[src/hw/rtl/gda_pkg.sv]
package gda_pkg;

	localparam int ACC_W = 23;
	localparam int YR_W  = 15;

	localparam logic [21:0] MAX_SERIAL = 22'd3652059;

	localparam logic [ACC_W-1:0] DAYS_400Y  = 23'd146097;
	localparam logic [ACC_W-1:0] DAYS_100Y  = 23'd36524;
	localparam logic [ACC_W-1:0] DAYS_4Y    = 23'd1461;
	localparam logic [ACC_W-1:0] DAYS_1Y    = 23'd365;
	localparam logic [ACC_W-1:0] MONTHS_1Y  = 23'd12;

	// reciprocal of 100 scaled by 2^19, exact for year values below 43690
	localparam logic [12:0] RECIP_100   = 13'd5243;
	localparam int          RECIP_SHIFT = 19;
	localparam logic [12:0] DAYS_PER_YR = 13'd365;

	localparam logic ACTION_LOAD = 1'b0;
	localparam logic ACTION_ADD  = 1'b1;

	localparam logic [1:0] SEASON_WINTER = 2'd0;
	localparam logic [1:0] SEASON_SPRING = 2'd1;
	localparam logic [1:0] SEASON_SUMMER = 2'd2;
	localparam logic [1:0] SEASON_AUTUMN = 2'd3;

	typedef struct packed {
		logic        action;
		logic [15:0] day_count;
		logic [7:0]  month_in;
		logic [13:0] year_in;
	} req_t;

	typedef struct packed {
		logic [4:0]  day_out;
		logic [3:0]  month_out;
		logic [13:0] year_out;
		logic [21:0] serial_day;
		logic [1:0]  season;
		logic        overflow;
	} rsp_t;

	typedef struct packed {
		logic idle;
		logic done;
	} core_stat_t;

	// zero-based month index
	function automatic logic [4:0] month_len(input logic [3:0] m, input logic leap);
		logic [4:0] len;
		case (m) inside
			4'd1:                   len = leap ? 5'd29 : 5'd28;
			4'd3, 4'd5, 4'd8, 4'd10: len = 5'd30;
			default:                len = 5'd31;
		endcase
		return len;
	endfunction

	function automatic logic [1:0] season_of(input logic [3:0] m);
		logic [1:0] s;
		case (m) inside
			4'd0, 4'd1, 4'd11: s = SEASON_WINTER;
			[4'd2:4'd4]:       s = SEASON_SPRING;
			[4'd5:4'd7]:       s = SEASON_SUMMER;
			default:           s = SEASON_AUTUMN;
		endcase
		return s;
	endfunction

endpackage

[src/hw/rtl/gda_alu.sv]
module gda_alu (
	input  logic [gda_pkg::ACC_W-1:0] a,
	input  logic [gda_pkg::ACC_W-1:0] b,
	input  logic                      sub,
	output logic [gda_pkg::ACC_W-1:0] res,
	output logic                      ge
);

	logic [gda_pkg::ACC_W:0] diff;
	logic [gda_pkg::ACC_W-1:0] sum;

	assign diff = {1'b0, a} - {1'b0, b};
	assign sum  = a + b;
	assign ge   = ~diff[gda_pkg::ACC_W];
	assign res  = sub ? diff[gda_pkg::ACC_W-1:0] : sum;

endmodule

[src/hw/rtl/gda_core.sv]
module gda_core (
	input  logic                clk,
	input  logic                arst_n,
	input  logic                start,
	input  gda_pkg::req_t       req,
	input  logic                out_free,
	output gda_pkg::core_stat_t stat,
	output gda_pkg::rsp_t       result
);

	typedef enum logic [16:0] {
		S_IDLE = 17'b00000000000000001,
		S_MDIV = 17'b00000000000000010,
		S_MUL1 = 17'b00000000000000100,
		S_MUL2 = 17'b00000000000001000,
		S_LEAP = 17'b00000000000010000,
		S_A2   = 17'b00000000000100000,
		S_A3   = 17'b00000000001000000,
		S_MSUM = 17'b00000000010000000,
		S_DAY  = 17'b00000000100000000,
		S_SAT  = 17'b00000001000000000,
		S_DEC  = 17'b00000010000000000,
		S_D400 = 17'b00000100000000000,
		S_D100 = 17'b00001000000000000,
		S_D4   = 17'b00010000000000000,
		S_D1   = 17'b00100000000000000,
		S_MON  = 17'b01000000000000000,
		S_DONE = 17'b10000000000000000
	} state_t;

	localparam int RECIP_SHIFT_HI = gda_pkg::RECIP_SHIFT + 7;

	state_t state_q;

	logic [gda_pkg::ACC_W-1:0] acc_q;
	logic [gda_pkg::YR_W-1:0]  yr_q;
	logic [3:0]                mo_q;
	logic [3:0]                cnt_q;
	logic [15:0]               dd_q;
	logic [7:0]                q100_q;
	logic                      leap_q;
	logic [21:0]               ser_q;
	logic                      ovf_q;
	logic [1:0]                n100_q;
	logic [4:0]                n4_q;
	logic [1:0]                n1_q;

	logic [gda_pkg::ACC_W-1:0] alu_a;
	logic [gda_pkg::ACC_W-1:0] alu_b;
	logic                      alu_sub;
	logic [gda_pkg::ACC_W-1:0] alu_res;
	logic                      alu_ge;

	logic [12:0]               mul_k;
	logic [27:0]               mul;
	logic [gda_pkg::YR_W-1:0]  prod100;
	logic [gda_pkg::YR_W-1:0]  rem100;
	logic                      leap_ld;
	logic                      leap_dec;

	gda_alu u_alu (
		.a   (alu_a),
		.b   (alu_b),
		.sub (alu_sub),
		.res (alu_res),
		.ge  (alu_ge)
	);

	assign mul_k = (state_q == S_MUL1) ? gda_pkg::RECIP_100 : gda_pkg::DAYS_PER_YR;
	assign mul   = 28'(yr_q) * 28'(mul_k);

	assign prod100  = gda_pkg::YR_W'(q100_q) * 15'd100;
	assign rem100   = yr_q - prod100;
	assign leap_ld  = (yr_q[1:0] == 2'd3) && ((rem100 != 15'd99) || (q100_q[1:0] == 2'd3));
	assign leap_dec = (n1_q == 2'd3) && ((n4_q != 5'd24) || (n100_q == 2'd3));

	always_comb begin
		alu_a   = acc_q;
		alu_b   = '0;
		alu_sub = 1'b0;
		case (state_q)
			S_IDLE: begin
				alu_a = gda_pkg::ACC_W'(ser_q);
				alu_b = gda_pkg::ACC_W'(req.day_count);
			end
			S_MDIV: begin
				alu_b   = gda_pkg::MONTHS_1Y;
				alu_sub = 1'b1;
			end
			S_LEAP: alu_b = gda_pkg::ACC_W'(yr_q[gda_pkg::YR_W-1:2]);
			S_A2: begin
				alu_b   = gda_pkg::ACC_W'(q100_q);
				alu_sub = 1'b1;
			end
			S_A3:   alu_b = gda_pkg::ACC_W'(q100_q[7:2]);
			S_MSUM: alu_b = gda_pkg::ACC_W'(gda_pkg::month_len(cnt_q, leap_q));
			S_DAY:  alu_b = gda_pkg::ACC_W'(dd_q);
			S_SAT: begin
				alu_b   = gda_pkg::ACC_W'(gda_pkg::MAX_SERIAL) + 23'd1;
				alu_sub = 1'b1;
			end
			S_DEC: begin
				alu_b   = 23'd1;
				alu_sub = 1'b1;
			end
			S_D400: begin
				alu_b   = gda_pkg::DAYS_400Y;
				alu_sub = 1'b1;
			end
			S_D100: begin
				alu_b   = gda_pkg::DAYS_100Y;
				alu_sub = 1'b1;
			end
			S_D4: begin
				alu_b   = gda_pkg::DAYS_4Y;
				alu_sub = 1'b1;
			end
			S_D1: begin
				alu_b   = gda_pkg::DAYS_1Y;
				alu_sub = 1'b1;
			end
			S_MON: begin
				alu_b   = gda_pkg::ACC_W'(gda_pkg::month_len(mo_q, leap_q));
				alu_sub = 1'b1;
			end
			default: begin
				alu_b   = '0;
				alu_sub = 1'b0;
			end
		endcase
	end

	always_ff @(posedge clk or negedge arst_n) begin
		if (!arst_n) begin
			state_q <= S_IDLE;
			ser_q   <= 22'd1;
			ovf_q   <= 1'b0;
		end else begin
			case (state_q)
				S_IDLE: begin
					if (start) begin
						state_q <= (req.action == gda_pkg::ACTION_ADD) ? S_SAT : S_MDIV;
					end
				end
				S_MDIV: if (!alu_ge) state_q <= S_MUL1;
				S_MUL1: state_q <= S_MUL2;
				S_MUL2: state_q <= S_LEAP;
				S_LEAP: state_q <= S_A2;
				S_A2:   state_q <= S_A3;
				S_A3:   state_q <= S_MSUM;
				S_MSUM: if (cnt_q == mo_q) state_q <= S_DAY;
				S_DAY:  state_q <= S_SAT;
				S_SAT: begin
					state_q <= S_DEC;
					ovf_q   <= alu_ge;
					ser_q   <= alu_ge ? gda_pkg::MAX_SERIAL : acc_q[21:0];
				end
				S_DEC:  state_q <= S_D400;
				S_D400: if (!alu_ge) state_q <= S_D100;
				S_D100: if (!(alu_ge && n100_q != 2'd3)) state_q <= S_D4;
				S_D4:   if (!alu_ge) state_q <= S_D1;
				S_D1:   if (!(alu_ge && n1_q != 2'd3)) state_q <= S_MON;
				S_MON:  if (!(alu_ge && mo_q != 4'd11)) state_q <= S_DONE;
				S_DONE: if (out_free) state_q <= S_IDLE;
				default: state_q <= S_IDLE;
			endcase
		end
	end

	always_ff @(posedge clk) begin
		case (state_q)
			S_IDLE: begin
				if (req.action == gda_pkg::ACTION_ADD) begin
					acc_q <= alu_res;
				end else begin
					acc_q <= gda_pkg::ACC_W'((req.month_in != 8'd0) ? req.month_in - 8'd1 : 8'd0);
				end
				yr_q <= (req.year_in != 14'd0) ? gda_pkg::YR_W'(req.year_in) - 15'd1 : '0;
				dd_q <= (req.day_count != 16'd0) ? req.day_count : 16'd1;
			end
			S_MDIV: begin
				if (alu_ge) begin
					acc_q <= alu_res;
					yr_q  <= yr_q + 15'd1;
				end else begin
					mo_q <= acc_q[3:0];
				end
			end
			S_MUL1: q100_q <= mul[RECIP_SHIFT_HI:gda_pkg::RECIP_SHIFT];
			S_MUL2: acc_q <= mul[gda_pkg::ACC_W-1:0];
			S_LEAP: begin
				acc_q  <= alu_res;
				leap_q <= leap_ld;
			end
			S_A2: acc_q <= alu_res;
			S_A3: begin
				acc_q <= alu_res;
				cnt_q <= 4'd0;
			end
			S_MSUM: begin
				if (cnt_q != mo_q) begin
					acc_q <= alu_res;
					cnt_q <= cnt_q + 4'd1;
				end
			end
			S_DAY: acc_q <= alu_res;
			S_SAT: acc_q <= alu_ge ? gda_pkg::ACC_W'(gda_pkg::MAX_SERIAL) : acc_q;
			S_DEC: begin
				acc_q  <= alu_res;
				yr_q   <= '0;
				mo_q   <= 4'd0;
				n100_q <= 2'd0;
				n4_q   <= 5'd0;
				n1_q   <= 2'd0;
			end
			S_D400: begin
				if (alu_ge) begin
					acc_q <= alu_res;
					yr_q  <= yr_q + 15'd400;
				end
			end
			S_D100: begin
				if (alu_ge && n100_q != 2'd3) begin
					acc_q  <= alu_res;
					yr_q   <= yr_q + 15'd100;
					n100_q <= n100_q + 2'd1;
				end
			end
			S_D4: begin
				if (alu_ge) begin
					acc_q <= alu_res;
					yr_q  <= yr_q + 15'd4;
					n4_q  <= n4_q + 5'd1;
				end
			end
			S_D1: begin
				if (alu_ge && n1_q != 2'd3) begin
					acc_q <= alu_res;
					yr_q  <= yr_q + 15'd1;
					n1_q  <= n1_q + 2'd1;
				end else begin
					leap_q <= leap_dec;
				end
			end
			S_MON: begin
				if (alu_ge && mo_q != 4'd11) begin
					acc_q <= alu_res;
					mo_q  <= mo_q + 4'd1;
				end
			end
			default: acc_q <= acc_q;
		endcase
	end

	assign stat.idle = (state_q == S_IDLE);
	assign stat.done = (state_q == S_DONE) && out_free;

	assign result.day_out    = acc_q[4:0] + 5'd1;
	assign result.month_out  = mo_q + 4'd1;
	assign result.year_out   = yr_q[13:0] + 14'd1;
	assign result.serial_day = ser_q;
	assign result.season     = gda_pkg::season_of(mo_q);
	assign result.overflow   = ovf_q;

	a_ser_range: assert property (@(posedge clk) disable iff (!arst_n)
		(ser_q <= gda_pkg::MAX_SERIAL) && (ser_q != 22'd0))
		else $error("stored serial out of range");

	a_month_range: assert property (@(posedge clk) disable iff (!arst_n)
		(state_q == S_DONE) |-> (mo_q <= 4'd11))
		else $error("month index past December");

	a_day_range: assert property (@(posedge clk) disable iff (!arst_n)
		(state_q == S_DONE) |->
		(acc_q < gda_pkg::ACC_W'(gda_pkg::month_len(mo_q, leap_q))))
		else $error("day index past month end");

	a_ovf_sat: assert property (@(posedge clk) disable iff (!arst_n)
		((state_q == S_DONE) && ovf_q) |->
		((ser_q == gda_pkg::MAX_SERIAL) && (yr_q == 15'd9998)))
		else $error("overflow without saturated date");

endmodule

[src/hw/rtl/gregorian_date_accumulator.sv]
// Keeps one Gregorian date and returns, per request, the normalized date, its serial
// day number (0001-01-01 is day 1), season and a saturation flag. One request is
// processed at a time; req_ready is low while it runs, and the next request may be
// taken while the previous response still waits in the output register. A single
// 23-bit add/subtract unit walks, one step per cycle, for a load the month carry,
// the leap days and the days before the month, and for a load or an add splits
// the serial number into 400/100/4/1-year blocks and months.
module gregorian_date_accumulator (
	input  logic          clk,
	input  logic          arst_n,
	input  logic          req_valid,
	output logic          req_ready,
	input  gda_pkg::req_t req,
	output logic          rsp_valid,
	input  logic          rsp_ready,
	output gda_pkg::rsp_t rsp
);

	gda_pkg::core_stat_t stat;
	gda_pkg::rsp_t       result;
	logic                start;
	logic                out_free;
	logic                rsp_valid_q;
	gda_pkg::rsp_t       rsp_q;

	assign req_ready = stat.idle;
	assign start     = req_valid && stat.idle;
	assign out_free  = !rsp_valid_q || rsp_ready;

	gda_core u_core (
		.clk      (clk),
		.arst_n   (arst_n),
		.start    (start),
		.req      (req),
		.out_free (out_free),
		.stat     (stat),
		.result   (result)
	);

	always_ff @(posedge clk or negedge arst_n) begin
		if (!arst_n) begin
			rsp_valid_q <= 1'b0;
		end else if (stat.done) begin
			rsp_valid_q <= 1'b1;
		end else if (rsp_ready) begin
			rsp_valid_q <= 1'b0;
		end
	end

	always_ff @(posedge clk) begin
		if (stat.done) begin
			rsp_q <= result;
		end
	end

	assign rsp_valid = rsp_valid_q;
	assign rsp       = rsp_q;

endmodule
[config.mk]
export PLATFORM = sky130hd
export DESIGN_NAME = gregorian_date_accumulator
export DESIGN_NICKNAME = d
export VERILOG_FILES = /design/src/hw/rtl/gda_pkg.sv /design/src/hw/rtl/gda_alu.sv /design/src/hw/rtl/gda_core.sv /design/src/hw/rtl/gregorian_date_accumulator.sv
export SDC_FILE = /design/constraint.sdc
export NUM_CORES = 1
export LEC_CHECK = 0
export BUFFER_PORTS_ARGS = -buffer_cell sky130_fd_sc_hd__buf_2
export CORE_AREA = 2 2 266 268
export CTS_CLUSTER_SIZE = 20
export DETAILED_ROUTE_END_ITERATION = 8
export DIE_AREA = 0 0 268 270
export SLEW_MARGIN = 20
export SYNTH_ARGS = -nofsm -noshare
export SYNTH_HDL_FRONTEND = slang
export SYNTH_SLANG_ARGS = --single-unit
[constraint.sdc]
create_clock -name clk -period 10.3 [get_ports clk]
set_clock_uncertainty 0.2 [all_clocks]
set_input_delay 1.545 -clock clk [delete_from_list [all_inputs] [get_ports clk]]
set_output_delay 1.545 -clock clk [all_outputs]
set_load 0.005 [all_outputs]
# [Word-level counts from Yosys, hierarchy flattened]
# Index checks and enable logic that the tools add are counted.
[totals] out_inout_bits=50 register_bits=169 wordCells=198 in_bits=43
[op_classes] n_eq_ne=57 n_mux=55 addsub=16 bitwise=1 n_reduce_logical=42 order_cmp=4 n_mul=2
[ops] operator="22-bit one-hot mux with 14 select lines" n=1
[ops] operator="17-bit one-hot mux with 17 select lines" n=1
[ops] operator="23-bit 2-to-1 mux" n=10
[ops] operator="23-bit one-hot mux with 9 select lines" n=1
[ops] operator="17-bit 2-to-1 mux" n=9
[ops] operator="15-bit one-hot mux with 7 select lines" n=1
[ops] operator="15-bit 2-to-1 mux" n=6
[ops] operator="15-bit by 13-bit multiplier with 27-bit output" n=1
[ops] operator="2-bit inequality test, second input constant" n=13
[ops] operator="23-bit by 22-bit subtractor with 24-bit output" n=1
[ops] operator="23-bit adder" n=1
[ops] operator="22-bit 2-to-1 mux" n=1
[ops] operator="4-bit == test, second input constant" n=5
[ops] operator="17-bit by 1-bit == test with 1-bit output, second input constant" n=1
[ops] operator="17-bit by 10-bit == test with 1-bit output, second input constant" n=1
[ops] operator="17-bit by 11-bit == test with 1-bit output, second input constant" n=1
[ops] operator="17-bit by 12-bit == test with 1-bit output, second input constant" n=1
[ops] operator="17-bit by 13-bit == test with 1-bit output, second input constant" n=1
[ops] operator="17-bit by 14-bit == test with 1-bit output, second input constant" n=1
[ops] operator="17-bit by 15-bit == test with 1-bit output, second input constant" n=1
[ops] operator="17-bit by 16-bit == test with 1-bit output, second input constant" n=1
[ops] operator="17-bit == test, second input constant" n=1
[ops] operator="17-bit by 2-bit == test with 1-bit output, second input constant" n=1
[ops] operator="17-bit by 3-bit == test with 1-bit output, second input constant" n=1
[ops] operator="other kinds (63)" n=115

# [Depth between registers and ports, before layout]
[logic_depth] ltp_word=10 mapped_depth=27 depth_no_buf=26

# [By module]
# A second synthesis with hierarchy kept.
[unflattened] cells_unflattened=1915 hier_area_um2=17458.0
[modules_own_cells] mod="gda_core" area_per_inst_um2=13415.4 cells_each=1501 seq_area_each_um2=3405.8 n_inst=1
[modules_own_cells] mod="gda_alu" area_per_inst_um2=2547.4 cells_each=362 seq_area_each_um2=0.0 n_inst=1
[modules_own_cells] mod="gregorian_date_accumulator" area_per_inst_um2=1495.2 cells_each=52 seq_area_each_um2=1466.4 n_inst=1

# [Least setup slack after synthesis]
# OpenSTA, ideal clock, no wires.
[synth_timing] path_type="register -> register" startpoint="reg u_core.state_q[11]" endpoint="reg u_core.acc_q[20] (netlist bit) (data pin)" arrival_time_ns=6.685 t_required_ns=9.839 period_less_slack_ns=7.146 setup_slack_ns=3.154 setup_ns=0.261 path_buffers=1 path_stages_with_launch=25 cell_sequence="dfrtp_1 nor4_4 nand3_1 nor2_1 nand4b_1 clkinv_1 clkbuf_1 nand2_1 fa_1 fa_1 inv_1 fa_1 fa_1 inv_1 fa_1 inv_1 ha_1 nand3_1 nor2_1 o31a_1 o41ai_1 o2111ai_1 a21oi_1 xnor2_1 a221o_1"
[synth_between] word_cells_on_any_way=34 classes_between="2 x add/sub; 1 x mul; 16 x eq/ne; 12 x mux; 3 x reduce/logical"
[synth_lines] item="from (decl)" line="gda_core.sv:33" text="state_t state_q;"
[synth_lines] item="from (signal assigned)" line="gda_core.sv:142" text="state_q <= (req.action == gda_pkg::ACTION_ADD) ? S_SAT : S_MDIV;"
[synth_lines] item="17-bit by 3-bit == test with 1-bit output" line="gda_core.sv:69" text="assign mul_k = (state_q == S_MUL1) ? gda_pkg::RECIP_100 : gda_pkg::DAYS_PER_YR;"
[synth_lines] item="13-bit 2-to-1 mux" line="gda_core.sv:69"
[synth_lines] item="15-bit by 13-bit multiplier with 27-bit output" line="gda_core.sv:70" text="assign mul = 28'(yr_q) * 28'(mul_k);"
[synth_lines] item="named net u_core.mul[20]" line="gda_core.sv:55" text="logic [27:0] mul;"
[synth_lines] item="23-bit one-hot mux with 9 select lines" line="gda_core.sv:171" text="case (state_q)"
[synth_lines] item="to (signal assigned)" line="gda_core.sv:174" text="acc_q <= alu_res;"
[synth_lines] item="to (signal assigned)" line="gda_core.sv:176" text="acc_q <= gda_pkg::ACC_W'((req.month_in != 8'd0) ? req.month_in - 8'd1 : 8'd0);"
[synth_lines] item="to (signal assigned)" line="gda_core.sv:183" text="acc_q <= alu_res;"
[synth_lines] item="to (decl)" line="gda_core.sv:35" text="logic [gda_pkg::ACC_W-1:0] acc_q;"
# The timed path passes the listed nets, and every way through them passes these cells. The select of a mux whose other input is x is not followed.
# A chain may end at the register's enable or synchronous reset.

# [Worst setup path after layout]
[layout_timing] startpoint="reg u_core.state_q[11]" endpoint="reg u_core.acc_q[22] (netlist bit) (data pin)"
# The elaborated chain is that of the path after synthesis.

==> results.yml <==
grt:
  grt-ovfl-total: 0
  grt.busiest_layer: "met2"
  grt_pass1_wl_mm: 81.90
  track_usage_pct: 14.66
  grt_max_degree: 42
  grtUsageMet1_pct: 19.64
  met2_usage_pct: 24.40
  grtUsageMet3_pct: 2.115
  grt_pass1_vias: 13810
  antenna_found_initial: 2
clock_network:
  clk_transition_reported_paths_ps: 80
  numCtsBuffers: 17
  cts_sinks: 169
  htree_levels: 4
  clkLatencyLatePin_ps: 460
  cts_hold_buf: 0
  cts_tree: "done"
  clk_path_buf_depth: 2
  cts_resized: 0
  post_cts_buffers: 0
  cts-root-buf: "clkbuf_16"
worst_setup_path:
  worstPathRequired_ps: 10310
  r2r_end: "u_core.acc_q[22]"
  worstSetupPathType: "reg2reg"
  crit_path_max_fanout: 35
  critPathMaxStageDelay_ps: 850
  rrSetupSlack_ps: 2820
  slowest_stage: "o41ai_1"
  critPathArrivalTime_ps: 7480
  path_buf_inv: 5
  startpoint: "u_core.state_q[11]"
  cp_top_family: "adder cells"
  critPathLaunchType: "flip-flop"
  crit_path_end_kind: "flip-flop"
  r2r-start: "u_core.state_q[11]"
  ff2ff_path_depth: 25
  cp_common_cell: "fa_1"
detailed_routing:
  ant_nets: 0
  wirelength_mm: 52.91
  firstDrtPassIters: 6
  vias: 14130
  drt-initial-drc-count: 1237
  drc_errors: 0
  via_per_inst: 4.846
  wl_per_cell_um: 18.15
synthesis:
  ys.flop_type: "edfxtp_1"
  ys_async_sr_fraction_pct: 24.26
  synth.yosys.seq_area_share_pct: 28.36
  synthMuxAreaShare_pct: 0.5534
  synth_top_family_by_area: "adder cells"
  synth-simple-area-share_pct: 15.74
  syn_area_um2: 17180
  syn_avg_cell_area_um2: 9.039
  synth-edff-count: 128
  ys_types: 86
  synth_compound_area_share_pct: 15.72
  synthXorXnorAreaFrac_pct: 6.219
  yosys_warnings: 0
  syn_inst: 1901
  synthAdderAreaFrac_pct: 25.89
  synth-seq-cells: 169
placement:
  io_buffers: 92
  dp_hpwl_mm: 40.74
  dp.cells: 2882
  gp_congestion: 0.9220
  placed_area_um2: 18750
  dp_slack_ps: 2902
timing:
  finalSetupTns_ps: 0
  finalHoldViolations: 0
  maxSlewViolCount: 0
  setup_viol: 0
  setup_ws_ps: 2823
  worst_pin_slew_ps: 1141
  grt_setup_unrepaired: "false"
  max_freq_mhz: 133.8
  finalCritPeriodShare_pct: 72.59
  slew_headroom_pct: 23.66
  fin_crit_ps: 7477
final_layout:
  areaGrowthSynthToFinish_pct: 12.64
  layout-drive-gt1-share_pct: 9.828
  layout_commonest_cell: "inv_1"
  mostFrequentLayoutCells: "250 x inv_1, 218 x ha_1, 186 x nand2_1"
  instances_no_fill: 2915
  fin_area_um2: 19350
  fin_nets: 2308
die:
  core_um2: 69540
  start_util_pct: 24.71
  die_h_um: 270
  die_w_um: 268
  io-pin-count: 93
  die_area_um2: 72360
  rows: 97
min_path:
  hold_end: "rsp[0]"
  hold_depth: 0
  hp-start: "u_core.ovf_q"
  min_path_type: "reg2reg"
run_status:
  status: "finished, final reports clean"
flow_run:
  drv_cap: 0
worst max path at each step:
stage                        to  slack [ps]  cells past startpoint
5_1_grt        u_core.q100_q[7]        2150                     27
3_5_place_dp   u_core.acc_q[20]        2900                     24
6_report       u_core.acc_q[22]        2820                     25
3_3_place_gp   u_core.acc_q[20]        2900                     24
4_1_cts        u_core.acc_q[22]        2840                     25
2_1_floorplan  u_core.acc_q[20]        3150                     24
kinds of logic (layout without fill, tap and decap cells):
group                    Yosys count  count (layout)
multiplexers                       9               9
XOR/XNOR                         122             122
adder cells (fa/ha/maj)          304             304
flip-flops                       169             169
buffers and inverters            337             409
AND/OR/NAND/NOR                  548             548
AO/OA/AOI/OAI                    410             410
other                              2               4
metrics by stage:
step	hold slack, ps	util, %
after global routing	263.5	27.83
after global placement	243.0	26.96
after detailed placement	234.2	26.96
final	250.0	27.83
after CTS	252.4	27.83
after floorplan	225.6	-
final cells by class:
cell class | count | area (um^2)
tap | 940 | 1176
inverter | 256 | 960.9
antenna | 1 | 2.502
clock inverter | 15 | 180.2
timing repair buffer | 121 | 678.2
multi-input combinational | 1396 | 11060
sequential | 169 | 4872
clock buffer | 17 | 425.4
fill | 7365 | 50190
state kept, by name (all words and copies together), names as in the netlist, 5 cells and up:
name and cells:
u_core.state_q 17, u_core.ser_q 22, u_core.dd_q 16, u_core.acc_q 23, rsp 48, u_core.yr_q 15
u_core.n4_q 5, u_core.q100_q 8
cells in the mapped netlist, types with 7 or more instances:
cell type	n	share of area (%)
or3_1	12	0.44
a211o_1	9	0.46
o21ai_0	85	2.5
or4_1	10	0.44
o221ai_1	11	0.56
nor3_1	26	0.76
a21o_1	22	0.96
a22o_1	8	0.41
o22ai_1	9	0.33
buf_2	9	0.26
inv_1	250	5.5
o211ai_1	11	0.48
nand4_1	8	0.29
a22oi_1	11	0.48
nand2b_1	18	0.66
clkbuf_1	65	1.4
edfxtp_1	128	22
or2_2	7	0.25
nand3b_1	10	0.44
dfrtp_1	39	5.7
nand2_1	186	4.1
a211oi_1	10	0.44
a21oi_1	117	3.4
and3_1	13	0.47
and2_1	15	0.55
fa_1	86	10
a221oi_1	9	0.46
nor2b_1	11	0.40
nand3_1	43	1.3
o21bai_1	14	0.61
xor2_1	35	1.8
mux2i_1	8	0.47
nor4_1	16	0.58
a31oi_1	18	0.66
nor2_1	146	3.2
ha_1	218	16
xnor2_1	87	4.4
per-layer routing:
| layer | up-vias | part of all wire, % |
|---|---|---|
| met5 | - | 0 |
| met4 | 0 | 2.3 |
| met3 | 60 | 5.9 |
| met2 | 493 | 47 |
| met1 | 6842 | 45 |
| li1 | 6730 | - |
Power is not shown: default switching activity piles up to over one toggle a cycle in this logic, so the estimate is an artifact.
